==> src/hw/rtl/ctc_pkg.sv <==
// Shared types and constants for the columnar transposition cipher.
// No dependencies; used by ctc_ctrl, ctc_dp and columnar_transposition_cipher.
`default_nettype none

package ctc_pkg;

    localparam logic [2:0] NCOLS     = 3'd5;
    localparam logic [2:0] LAST_COL  = 3'd4;
    localparam logic [7:0] PAD_CHAR  = 8'h58;   // 'X'
    localparam logic [7:0] DIGIT0    = 8'h30;   // '0'
    localparam logic [7:0] DIGIT_MAX = 8'h34;   // '4'

    typedef enum logic [1:0] {
        ST_LOAD,
        ST_PREP,
        ST_ISSUE,
        ST_SHOW
    } ctc_state_t;

    typedef enum logic {
        RES_MEM,
        RES_CONST
    } ctc_kind_t;

    typedef struct packed {
        logic accept;   // input word taken this cycle
        logic prep;     // work out run geometry
        logic issue;    // form the next result word
        logic advance;  // result word taken, step the walk
        logic finish;   // last result taken, clear the grid state
    } ctc_cmd_t;

    typedef struct packed {
        logic eom;      // shown result is the last of the run
    } ctc_status_t;

    // Column read in each output slot when encrypting
    function automatic logic [2:0] key_col(input logic [2:0] slot);
        logic [2:0] col;
        case (slot)
            3'd0:    col = 3'd2;
            3'd1:    col = 3'd0;
            3'd2:    col = 3'd4;
            3'd3:    col = 3'd3;
            3'd4:    col = 3'd1;
            default: col = 3'd0;
        endcase
        return col;
    endfunction

    // Ciphertext block holding each plaintext column
    function automatic logic [2:0] col_slot(input logic [2:0] col);
        logic [2:0] slot;
        case (col)
            3'd0:    slot = 3'd1;
            3'd1:    slot = 3'd4;
            3'd2:    slot = 3'd0;
            3'd3:    slot = 3'd3;
            3'd4:    slot = 3'd2;
            default: slot = 3'd0;
        endcase
        return slot;
    endfunction

endpackage

`default_nettype wire

==> src/hw/rtl/ctc_ctrl.sv <==
// Sequencing state machine for the columnar transposition cipher.
// Depends on ctc_pkg; drives the command struct of ctc_dp.
`default_nettype none

module ctc_ctrl (
    input  wire                  clk,
    input  wire                  rst_n,
    input  wire                  s_tvalid,
    input  wire                  s_tlast,
    input  wire                  m_tready,
    input  ctc_pkg::ctc_status_t status,
    output logic                 s_tready,
    output logic                 m_tvalid,
    output ctc_pkg::ctc_cmd_t    cmd
);

    ctc_pkg::ctc_state_t state_reg;
    ctc_pkg::ctc_state_t state_next;

    always_ff @(posedge clk or negedge rst_n)
    begin
        if (!rst_n)
        begin
            state_reg <= ctc_pkg::ST_LOAD;
        end
        else
        begin
            state_reg <= state_next;
        end
    end

    always_comb
    begin
        state_next = state_reg;
        s_tready   = 1'b0;
        m_tvalid   = 1'b0;
        cmd        = '0;
        case (state_reg)
            ctc_pkg::ST_LOAD:
            begin
                s_tready   = 1'b1;
                cmd.accept = s_tvalid;
                if (s_tvalid && s_tlast)
                begin
                    state_next = ctc_pkg::ST_PREP;
                end
            end
            ctc_pkg::ST_PREP:
            begin
                cmd.prep   = 1'b1;
                state_next = ctc_pkg::ST_ISSUE;
            end
            ctc_pkg::ST_ISSUE:
            begin
                cmd.issue  = 1'b1;
                state_next = ctc_pkg::ST_SHOW;
            end
            ctc_pkg::ST_SHOW:
            begin
                m_tvalid = 1'b1;
                if (m_tready)
                begin
                    cmd.advance = 1'b1;
                    cmd.finish  = status.eom;
                    state_next  = status.eom ? ctc_pkg::ST_LOAD : ctc_pkg::ST_ISSUE;
                end
            end
            default:
            begin
                state_next = ctc_pkg::ST_LOAD;
            end
        endcase
    end

endmodule

`default_nettype wire

==> src/hw/rtl/ctc_dp.sv <==
// Datapath of the columnar transposition cipher: grid memory, counters, address walk.
// Depends on ctc_pkg; commanded by ctc_ctrl.
`default_nettype none

module ctc_dp #(
    parameter int ROWS = 8
) (
    input  wire                  clk,
    input  wire                  rst_n,
    input  ctc_pkg::ctc_cmd_t    cmd,
    input  wire  [7:0]           in_byte,
    input  wire                  in_last,
    input  wire                  cfg_we,
    input  wire                  cfg_wdata,
    output ctc_pkg::ctc_status_t status,
    output logic [7:0]           out_byte,
    output logic                 out_eom,
    output logic                 out_ovf,
    output logic                 out_bad
);

    localparam int CAP = 5 * ROWS;
    localparam int AW  = $clog2(CAP);
    localparam int CW  = $clog2(CAP + 1);
    localparam int RW  = $clog2(ROWS + 1);
    localparam logic [CW-1:0] CAP_C = CW'(CAP);

    logic [7:0] grid_mem [CAP];

    logic          mode_reg;
    logic          dec_reg;
    logic [7:0]    digit_reg;
    logic [CW-1:0] count_reg;
    logic [2:0]    col_reg;
    logic [RW-1:0] row_reg;
    logic          ovf_reg;

    logic [RW-1:0] rc_reg;
    logic [2:0]    pad_reg;
    logic [CW-1:0] len_reg;
    logic          err_reg;
    logic          single_reg;
    logic [AW-1:0] top_reg;

    logic [2:0]    slot_reg;
    logic [RW-1:0] erow_reg;
    logic [AW-1:0] base_reg;
    logic          digit_phase_reg;
    logic [CW-1:0] idx_reg;
    logic [RW-1:0] drow_reg;
    logic [2:0]    dcol_reg;

    ctc_pkg::ctc_kind_t kind_reg;
    logic [7:0]    const_reg;
    logic [7:0]    rd_reg;
    logic          eom_reg;
    logic          bad_reg;

    logic          has_room;
    logic          dec_final;
    logic          store_en;
    logic          col_nz;
    logic [RW-1:0] rc_calc;
    logic [RW-1:0] rcm1;
    logic [CW-1:0] top_calc;
    logic [2:0]    enc_pad;
    logic          dec_err;
    logic [CW-1:0] dec_len;
    logic [AW-1:0] enc_addr;
    logic [CW-1:0] slot_mul;
    logic [RW-1:0] dec_off;
    logic [CW-1:0] dec_sum;
    logic [AW-1:0] rd_addr;
    logic          enc_is_pad;

    assign has_room  = count_reg < CAP_C;
    assign dec_final = in_last && mode_reg;
    assign store_en  = cmd.accept && has_room && !dec_final;

    // Run geometry, valid in the prep cycle
    assign col_nz   = col_reg != 3'd0;
    assign rc_calc  = dec_reg ? row_reg : row_reg + RW'(col_nz);
    assign rcm1     = rc_calc - RW'(1);
    assign top_calc = (CW'(rcm1) << 2) + CW'(rcm1);
    assign enc_pad  = col_nz ? ctc_pkg::NCOLS - col_reg : 3'd0;
    assign dec_err  = col_nz || (digit_reg < ctc_pkg::DIGIT0)
                      || (digit_reg > ctc_pkg::DIGIT_MAX)
                      || ((row_reg == '0) && (digit_reg != ctc_pkg::DIGIT0));
    assign dec_len  = count_reg - CW'(digit_reg[2:0]);

    // Read addresses for both walks
    assign enc_addr   = base_reg + AW'(ctc_pkg::key_col(slot_reg));
    assign enc_is_pad = CW'(enc_addr) >= count_reg;
    assign slot_mul   = CW'(ctc_pkg::col_slot(dcol_reg)) * CW'(rc_reg);
    assign dec_off    = rc_reg - RW'(1) - drow_reg;
    assign dec_sum    = slot_mul + CW'(dec_off);
    assign rd_addr    = dec_reg ? dec_sum[AW-1:0] : enc_addr;

    always_ff @(posedge clk or negedge rst_n)
    begin
        if (!rst_n)
        begin
            mode_reg <= 1'b0;
        end
        else if (cfg_we)
        begin
            mode_reg <= cfg_wdata;
        end
    end

    // Load counters and overflow flag
    always_ff @(posedge clk or negedge rst_n)
    begin
        if (!rst_n)
        begin
            count_reg <= '0;
            col_reg   <= 3'd0;
            row_reg   <= '0;
            ovf_reg   <= 1'b0;
        end
        else if (cmd.finish)
        begin
            count_reg <= '0;
            col_reg   <= 3'd0;
            row_reg   <= '0;
            ovf_reg   <= 1'b0;
        end
        else if (cmd.accept && !dec_final)
        begin
            if (has_room)
            begin
                count_reg <= count_reg + CW'(1);
                if (col_reg == ctc_pkg::LAST_COL)
                begin
                    col_reg <= 3'd0;
                    row_reg <= row_reg + RW'(1);
                end
                else
                begin
                    col_reg <= col_reg + 3'd1;
                end
            end
            else
            begin
                ovf_reg <= 1'b1;
            end
        end
    end

    always_ff @(posedge clk)
    begin
        if (store_en)
        begin
            grid_mem[count_reg[AW-1:0]] <= in_byte;
        end
    end

    always_ff @(posedge clk)
    begin
        if (cmd.issue)
        begin
            rd_reg <= grid_mem[rd_addr];
        end
    end

    // Sample mode and pad digit with the final word
    always_ff @(posedge clk)
    begin
        if (cmd.accept && in_last)
        begin
            dec_reg   <= mode_reg;
            digit_reg <= in_byte;
        end
    end

    // Latch geometry (the walks are started on the same prep command)
    always_ff @(posedge clk)
    begin
        if (cmd.prep)
        begin
            rc_reg     <= rc_calc;
            pad_reg    <= dec_reg ? digit_reg[2:0] : enc_pad;
            len_reg    <= dec_len;
            err_reg    <= dec_reg && dec_err;
            single_reg <= dec_reg && (dec_err || (dec_len == '0));
            top_reg    <= top_calc[AW-1:0];
        end
    end

    always_ff @(posedge clk)
    begin
        if (cmd.prep)
        begin
            slot_reg        <= 3'd0;
            erow_reg        <= rcm1;
            base_reg        <= top_calc[AW-1:0];
            digit_phase_reg <= 1'b0;
            idx_reg         <= '0;
            drow_reg        <= '0;
            dcol_reg        <= 3'd0;
        end
        else if (cmd.advance)
        begin
            if (dec_reg)
            begin
                idx_reg <= idx_reg + CW'(1);
                if (dcol_reg == ctc_pkg::LAST_COL)
                begin
                    dcol_reg <= 3'd0;
                    drow_reg <= drow_reg + RW'(1);
                end
                else
                begin
                    dcol_reg <= dcol_reg + 3'd1;
                end
            end
            else if (erow_reg == '0)
            begin
                if (slot_reg == ctc_pkg::LAST_COL)
                begin
                    digit_phase_reg <= 1'b1;
                end
                else
                begin
                    slot_reg <= slot_reg + 3'd1;
                    erow_reg <= rc_reg - RW'(1);
                    base_reg <= top_reg;
                end
            end
            else
            begin
                erow_reg <= erow_reg - RW'(1);
                base_reg <= base_reg - AW'(ctc_pkg::NCOLS);
            end
        end
    end

    // Form the result word
    always_ff @(posedge clk)
    begin
        if (cmd.issue)
        begin
            if (single_reg)
            begin
                kind_reg  <= ctc_pkg::RES_CONST;
                const_reg <= 8'h00;
                eom_reg   <= 1'b1;
                bad_reg   <= err_reg;
            end
            else if (dec_reg)
            begin
                kind_reg  <= ctc_pkg::RES_MEM;
                const_reg <= 8'h00;
                eom_reg   <= idx_reg == len_reg - CW'(1);
                bad_reg   <= 1'b0;
            end
            else if (digit_phase_reg)
            begin
                kind_reg  <= ctc_pkg::RES_CONST;
                const_reg <= ctc_pkg::DIGIT0 + 8'(pad_reg);
                eom_reg   <= 1'b1;
                bad_reg   <= 1'b0;
            end
            else
            begin
                kind_reg  <= enc_is_pad ? ctc_pkg::RES_CONST : ctc_pkg::RES_MEM;
                const_reg <= ctc_pkg::PAD_CHAR;
                eom_reg   <= 1'b0;
                bad_reg   <= 1'b0;
            end
        end
    end

    assign out_byte   = (kind_reg == ctc_pkg::RES_MEM) ? rd_reg : const_reg;
    assign out_eom    = eom_reg;
    assign out_ovf    = ovf_reg;
    assign out_bad    = bad_reg;
    assign status.eom = eom_reg;

`ifndef SYNTH
    a_count_cap: assert property (@(posedge clk) disable iff (!rst_n)
        count_reg <= CAP_C)
        else $error("stored count beyond grid capacity");

    a_col_range: assert property (@(posedge clk) disable iff (!rst_n)
        col_reg <= ctc_pkg::LAST_COL)
        else $error("load column out of range");

    a_count_geom: assert property (@(posedge clk) disable iff (!rst_n)
        count_reg == (CW'(row_reg) * CW'(ctc_pkg::NCOLS)) + CW'(col_reg))
        else $error("count disagrees with row and column");

    a_finish_clear: assert property (@(posedge clk) disable iff (!rst_n)
        cmd.finish |=> (count_reg == '0) && !ovf_reg)
        else $error("grid state not cleared after run");
`endif

endmodule

`default_nettype wire

==> src/hw/rtl/columnar_transposition_cipher.sv <==
// Top level of the five-column transposition cipher (key 2,0,4,3,1).
// Depends on ctc_pkg, ctc_ctrl and ctc_dp.
//
// Usage:
//   Input words arrive on the s_ channel, one character each; s_tlast marks
//   the last character of a message. Characters load row-wise into a grid of
//   five columns and ROWS rows, one word per cycle. Nothing comes out until
//   the last character. cfg_we/cfg_wdata set the mode (0 encrypt, 1 decrypt);
//   write it only while the block is idle. The mode is sampled with the last
//   character. Encrypt pads with 'X', emits columns in key order bottom row
//   first, then the pad digit. Decrypt takes the last character as the pad
//   digit and emits the plaintext; a malformed ciphertext gives one word with
//   bad_cipher set. Characters past capacity are dropped and flagged.
// Timing:
//   The first result is valid once the last character is taken, the run
//   geometry is worked out (prep state) and the grid memory is read (issue
//   state); each further result passes through the issue state again after
//   the previous one is taken, so a new result word is not formed until the
//   last one is taken. s_tready is low from the last character until the
//   final result of the run is taken.
// Reset clears the mode, the character count and the overflow flag; the grid
// memory is not cleared, but unwritten locations never reach m_tdata. A stall
// on m_tready holds the current result word stable and halts the walk.
`default_nettype none

module columnar_transposition_cipher #(
    parameter int ROWS = 8
) (
    input  wire        clk,
    input  wire        rst_n,
    input  wire        s_tvalid,
    output logic       s_tready,
    input  wire  [7:0] s_tdata,    // [7:0] text_byte
    input  wire        s_tlast,    // is_final
    output logic       m_tvalid,
    input  wire        m_tready,
    output logic [7:0] m_tdata,    // [7:0] out_byte
    output logic       m_tlast,    // end_of_message
    output logic [1:0] m_tuser,    // [0] overflowed, [1] bad_cipher
    input  wire        cfg_we,
    input  wire        cfg_wdata   // mode
);

    ctc_pkg::ctc_cmd_t    cmd;
    ctc_pkg::ctc_status_t status;
    logic                 ovf;
    logic                 bad;

    ctc_ctrl u_ctrl (
        .clk      (clk),
        .rst_n    (rst_n),
        .s_tvalid (s_tvalid),
        .s_tlast  (s_tlast),
        .m_tready (m_tready),
        .status   (status),
        .s_tready (s_tready),
        .m_tvalid (m_tvalid),
        .cmd      (cmd)
    );

    ctc_dp #(
        .ROWS (ROWS)
    ) u_dp (
        .clk       (clk),
        .rst_n     (rst_n),
        .cmd       (cmd),
        .in_byte   (s_tdata),
        .in_last   (s_tlast),
        .cfg_we    (cfg_we),
        .cfg_wdata (cfg_wdata),
        .status    (status),
        .out_byte  (m_tdata),
        .out_eom   (m_tlast),
        .out_ovf   (ovf),
        .out_bad   (bad)
    );

    // Pack the flags onto tuser, overflow in the low bit
    assign m_tuser = {bad, ovf};

endmodule

`default_nettype wire
==> config.mk <==
export PLATFORM = sky130hd
export DESIGN_NAME = columnar_transposition_cipher
export DESIGN_NICKNAME = d
export VERILOG_FILES = /design/src/hw/rtl/ctc_pkg.sv /design/src/hw/rtl/ctc_ctrl.sv /design/src/hw/rtl/ctc_dp.sv /design/src/hw/rtl/columnar_transposition_cipher.sv
export SDC_FILE = /design/constraint.sdc
export NUM_CORES = 1
export LEC_CHECK = 0
export BUFFER_PORTS_ARGS = -buffer_cell sky130_fd_sc_hd__buf_2
export CAP_MARGIN = 40
export CORE_UTILIZATION = 60
export DETAILED_ROUTE_END_ITERATION = 12
export PLACE_DENSITY = 0.81
export SLEW_MARGIN = 10
export SYNTH_ARGS = -nofsm -noshare
export SYNTH_HDL_FRONTEND = slang
export SYNTH_SLANG_ARGS = --single-unit
==> constraint.sdc <==
create_clock -name clk -period 13.3 [get_ports clk]
set_input_delay 0.665 -clock clk [delete_from_list [all_inputs] [get_ports clk]]
set_output_delay 0.665 -clock clk [all_outputs]
set_load 0.01 [all_outputs]
# == Word level (Yosys, flattened, before mapping) ==
# Memories as Yosys holds them, arrays and structs flattened. A register that Yosys moved wholly into a read port is not among the register bits.
# Cells that the tools add are included.
# op_classes
n_addsub,20
multipliers,1
div_mod_pow,0
n_lt_le_gt_ge,4
n_eq_ne,17
shift,0
muxes,51
bitwise,3
reduce_logical,36
# op_table
operator,n
2-to-1 mux 6 bit,9
2-to-1 mux 4 bit,10
case mux 3 bit (4 select lines),2
2-to-1 mux 3 bit,7
2-to-1 mux 1 bit,15
"adder 6 x 1 -> 6 bit, second input constant",2
adder 6 x 4 -> 6 bit,2
"subtractor 4 x 1 -> 4 bit, second input constant",3
2-to-1 mux 2 bit,5
"adder 3 x 1 -> 3 bit, second input constant",3
"equality test 3 x 2 -> 1 bit, second input constant",3
"equality test 3 bit, second input constant",3
logical AND 1 bit,9
AND reduction 3 bit,3
"adder 4 x 1 -> 4 bit, second input constant",2
"> comparator 8 x 6 -> 1 bit, second input constant",1
zero test 4 bit,2
"less-than comparator 8 x 6 -> 1 bit, second input constant",1
2-to-1 mux 8 bit,1
"!= test 8 x 6 -> 1 bit, second input constant",1
case mux 2 bit (4 select lines),1
AND reduction 2 bit,4
AND reduction 4 bit,2
nonzero test 2 bit,4
other kinds (28),37
# word_totals
reg_bits,85
latch_bits,0
mem_bits_rw,320
rom_bits,0
inputBits,15
output_inout_bits,13
elab_cells,159
n_memories,1
# memory_table
memory,words,width,rd,rd_ports_with_merged_regs,wr,line,text
u_dp.grid_mem,40,8,1,1,1,ctc_dp.sv:28,logic [7:0] grid_mem [CAP];

# == Depth between registers and ports, before layout ==
# logic_depth
ltp_word,7
depth_mapped,19
ltp_nobuf,17

# == By module ==
# From an unflattened synthesis, not the netlist that was laid out.
# unflattened
hier_cells,1115
hier_area_um2,18079.8
# modules_own_cells
mod,instances,cells_per_inst,area_per_inst_um2,seq_area_each_um2
ctc_dp,1,1100,17949.7,12036.5
ctc_ctrl,1,13,115.1,50.0
columnar_transposition_cipher,1,2,15.0,0.0

# == Least setup slack after synthesis ==
# OpenSTA, ideal clock, no wires.
# synth_timing
kind,register to register
start,register u_dp.dcol_reg[0]
end,"register u_dp.rd_reg[5] (read register of u_dp.grid_mem), data pin"
setup_time_ns,0.262
arrival_ns,3.958
t_required_ns,13.038
path_slack_ns,9.080
path_stages_with_launch,17
n_path_buf,2
synth_period_minus_slack_ns,4.220
cell_sequence,dfxtp_1 inv_1 ha_1 nand2_1 a21boi_0 nand2b_1 fa_1 fa_1 fa_1 nand2b_1 o21ai_2 buf_2 buf_2 nand3_1 a31oi_1 o211ai_1 o32a_2
# synth_via
elab_chain_len,5
elab_cells_between_ends,8
classes_between,add/sub (1); mul (1); eq/ne (3); mux (2); reduce/logical (1)
# synth_rtl
element,line,text
"start, declared",ctc_dp.sv:51,logic [2:0] dcol_reg;
"start signal, assigned",ctc_dp.sv:214,dcol_reg <= dcol_reg + 3'd1;
"equality test 3 bit, or another cell as far along",ctc_pkg.sv:54,case (col)
case mux 3 bit (4 select lines) (*),ctc_pkg.sv:54,
multiplier 3 x 4 -> 6 bit (*),ctc_dp.sv:94,assign slot_mul = CW'(ctc_pkg::col_slot(dcol_reg)) * CW'(rc_reg);
adder 6 x 4 -> 6 bit (*),ctc_dp.sv:96,assign dec_sum = slot_mul + CW'(dec_off);
2-to-1 mux 6 bit (*),ctc_dp.sv:97,assign rd_addr = dec_reg ? dec_sum[AW-1:0] : enc_addr;
"end, declared",ctc_dp.sv:55,logic [7:0] rd_reg;
# Every way passes the cells marked *; elsewhere a longest branch is shown, timed or not.
# A chain may end at the register's enable or synchronous reset.

# == Final worst setup path ==
# layout_timing
start,register u_dp.dcol_reg[0]
end,"register u_dp.rd_reg[0] (read register of u_dp.grid_mem), data pin"
# Same word-level chain as after synthesis.

==> summary.txt <==
Die extent in y = 177 um
Setup Fix Bufs, Post-CTS = 0
1st-pass router iterations = 8
CP Max Fanout = 72
Gr usage total = 29.3%
Root Driver = clkbuf_16
Drt wl/cell = 23.5 um
Max FFs per register = 320
Layout cells sized above 1 = 8.46%
Avg Inst Size Synth = 12.7 sq um
PD cells = 274 nW/um^2
Most common cell after layout, fill and taps aside = edfxtp_1
Flop2flop setup slack = 7.94 ns
Sequential area share after synthesis = 65.9%
Most frequent CP cell = ha_1
Final worst path period need = 5.36 ns
Placed Cells = 1816
Cells after Synth = 1449
RSZ-0062 raised after global routing = false
Starting Density = 61.4%
HPWL after DPL = 28200 um
Met1 Usage GRT = 39.6%
Max-slew headroom = 32.7%
Worst vdd ir = 0.000214 V
Reg2Reg Depth = 17
Reg-to-Reg End = u_dp.rd_reg[0]$_DFFE_PP_
Residual DRC count = 0
Slew @ Worst Pin = 1.01 ns
I/O pin cnt = 28
Clock buffer depth = 3
CTS sink count = 411
Slowest-stage cell, CP = buf_4
Initial antenna violation count = 0
Status = completed
Die width = 177 um
Arr. time, crit path = 5.78 ns
Crit path max-delay family = compound AO/OA/AOI/OAI gates
Vias after detailed routing = 12300
Cell depth of the worst setup path = 17
Die area = 31300 sq um
Setup crit start = u_dp.dcol_reg[0]$_SDFFE_PP0P_
DP Area = 18900 sq um
Synth Register Bits = 411
Critical path class = flop to flop
CP Cell Sequence = inv_1 > ha_1 > nand2_1 > a21boi_0 > nor2_1 > ha_1 > ha_1 > ha_1 > nand2_1 > buf_4 > and2_2 > buf_4 > nand2_1 > a31oi_1 > o21ai_0 > a221oi_1 > o32a_1
Placer Congestion = 0.897
Tcrit/Tclk final = 40.3%
TritonCTS buffer count = 41
Final wirelength = 44500 um
Final core utilization = 67.3%
Post-synth EDFFs = 377
# hold bufs at CTS = 0
Clock Skews = 0.0227 ns
LEAKAGE = 7.25 nW
Required @ worst endpoint = 13.71 ns
Number of global-route vias before repair = 11900
Layout Area Growth over Synthesis = 9.62%
Final instance area = 20100 sq um
Placeable Area = 29900 sq um
WP buf/inv = 3
First-pass GRT wire length = 68900 um
Syn Std Cell Area = 18300 sq um
Rows = 63
CTS tree = built
Final-report hold violation count = 0
Clock latency on the worst-skew pair = 0.55 ns
Antenna-violating nets left = 0
Largest net degree at the start of global routing = 73
Main synth FF type = edfxtp_1
Antenna cell count = 0
Max Clock Freq = 186 MHz
Cell variety after synth = 60
Element type at the critical path end = flop
Sum Neg Setup Slack = 0 ns
Nets = 1541
Vias per cell = 6.49
Commonest cells after routing, fill and taps aside = edfxtp_1, nand2_1, nor2_1
Layout Cells excl Fill = 1891
Total Power = 5.52 mW
Grt met3 use = 5.39%
Worst hold path class = primary input to asynchronous set/reset pin
CP Capture Point = u_dp.rd_reg[0]$_DFFE_PP_
Met2 Use GR = 47.1%
Worst-path clk slew = 0.06 ns
CTS resizes = 0
CP startpoint kind = flop
DRT iter0 DRCs = 1725
Ys async rst share = 4.14%
Slew Viols, Final = 0
Synth Warn # = 0
H-tree levels = 2
CP peak stage delay = 0.71 ns
Syn Nets = 1521
GRT Residual Overflow = 0
RR Startpoint = u_dp.dcol_reg[0]$_SDFFE_PP0P_
Final setup vio count = 0
GRT busiest layer = met2
Port Buffers = 27
Max Cap Viol = 0
## how the worst min path moves through the flow
stage               slack [ns]                         endpoint  depth (start not counted)
detailed placement        0.47           u_dp.dec_reg$_DFFE_PP_                          0
global route               0.1    u_dp.count_reg[5]$_DFFE_PN0P_                          1
CTS                       0.09      u_dp.row_reg[2]$_DFFE_PN0P_                          1
global placement          0.48           u_dp.dec_reg$_DFFE_PP_                          0
finish                    0.08    u_dp.count_reg[5]$_DFFE_PN0P_                          1
floorplan                 0.37  u_ctrl.state_reg[0]$_DFFE_PN0P_                          0
## per-stage QoR
stage / hold slack (ns) / worst slack, ns
global route: 0.0971 / 7.59
detailed placement: 0.473 / 8.11
CTS: 0.0881 / 8.09
global placement: 0.476 / 8.20
floorplan: 0.369 / 9.08
finish: 0.0833 / 7.94
## layer usage
layer	up-vias	part of all wire [%]
met5	-	0
met4	0	3.4
met3	113	10
met2	769	48
met1	5987	38
li1	5400	-
## Yosys cell counts, types with 3 or more instances
cell,instances,area (sq um)
a211oi_1,34,255
a21o_1,8,60.1
a21oi_1,25,125
a221o_1,8,80.1
a221oi_1,8,70.1
a311oi_1,24,210
a31oi_1,35,219
a32oi_1,9,78.8
and2_1,9,56.3
and3_1,54,338
buf_2,36,180
buf_4,5,37.5
clkbuf_1,29,109
dfrtp_1,17,425
dfxtp_1,17,340
edfxtp_1,377,11300
fa_1,9,180
ha_1,48,601
inv_1,63,236
mux2_2,6,67.6
mux2i_1,39,390
nand2_1,253,950
nand2b_1,8,50.1
nand3_1,41,205
nand4_1,19,119
nand4b_1,9,78.8
nor2_1,89,334
nor2b_1,12,75.1
nor3_1,16,80.1
o211ai_1,11,82.6
o21ai_0,35,175
o21ai_1,3,15.0
o32a_1,5,50.1
o32a_2,4,45.0
xnor2_1,28,245
xor2_1,23,201
## logic make-up after synthesis
family	share of synthesized area [%]
flops	65.9
buf+inv	3.27
mux	2.58
fa+ha+maj	4.26
compound gates	8.66
xor+xnor	2.44
simple gates	12.9
## layout make-up
class                      count  area (sq um)
multi-input combinational    899          5710
inverter                      65           244
tap                          390           488
clock buffer                  52          1090
clock inverter                23           130
fill                        1998          9770
timing repair buffer          51           364
sequential                   411         12100
## power breakdown
| part | internal (mW) | total, mW | switching (mW) |
|---|---|---|---|
| Clock | 0.583 | 1.06 | 0.477 |
| Sequential | 1.55 | 1.62 | 0.0700 |
| Combinational | 0.974 | 2.84 | 1.86 |
| Total | 3.11 | 5.52 | 2.41 |
No activity file was read; power rests on OpenSTA's default activity.
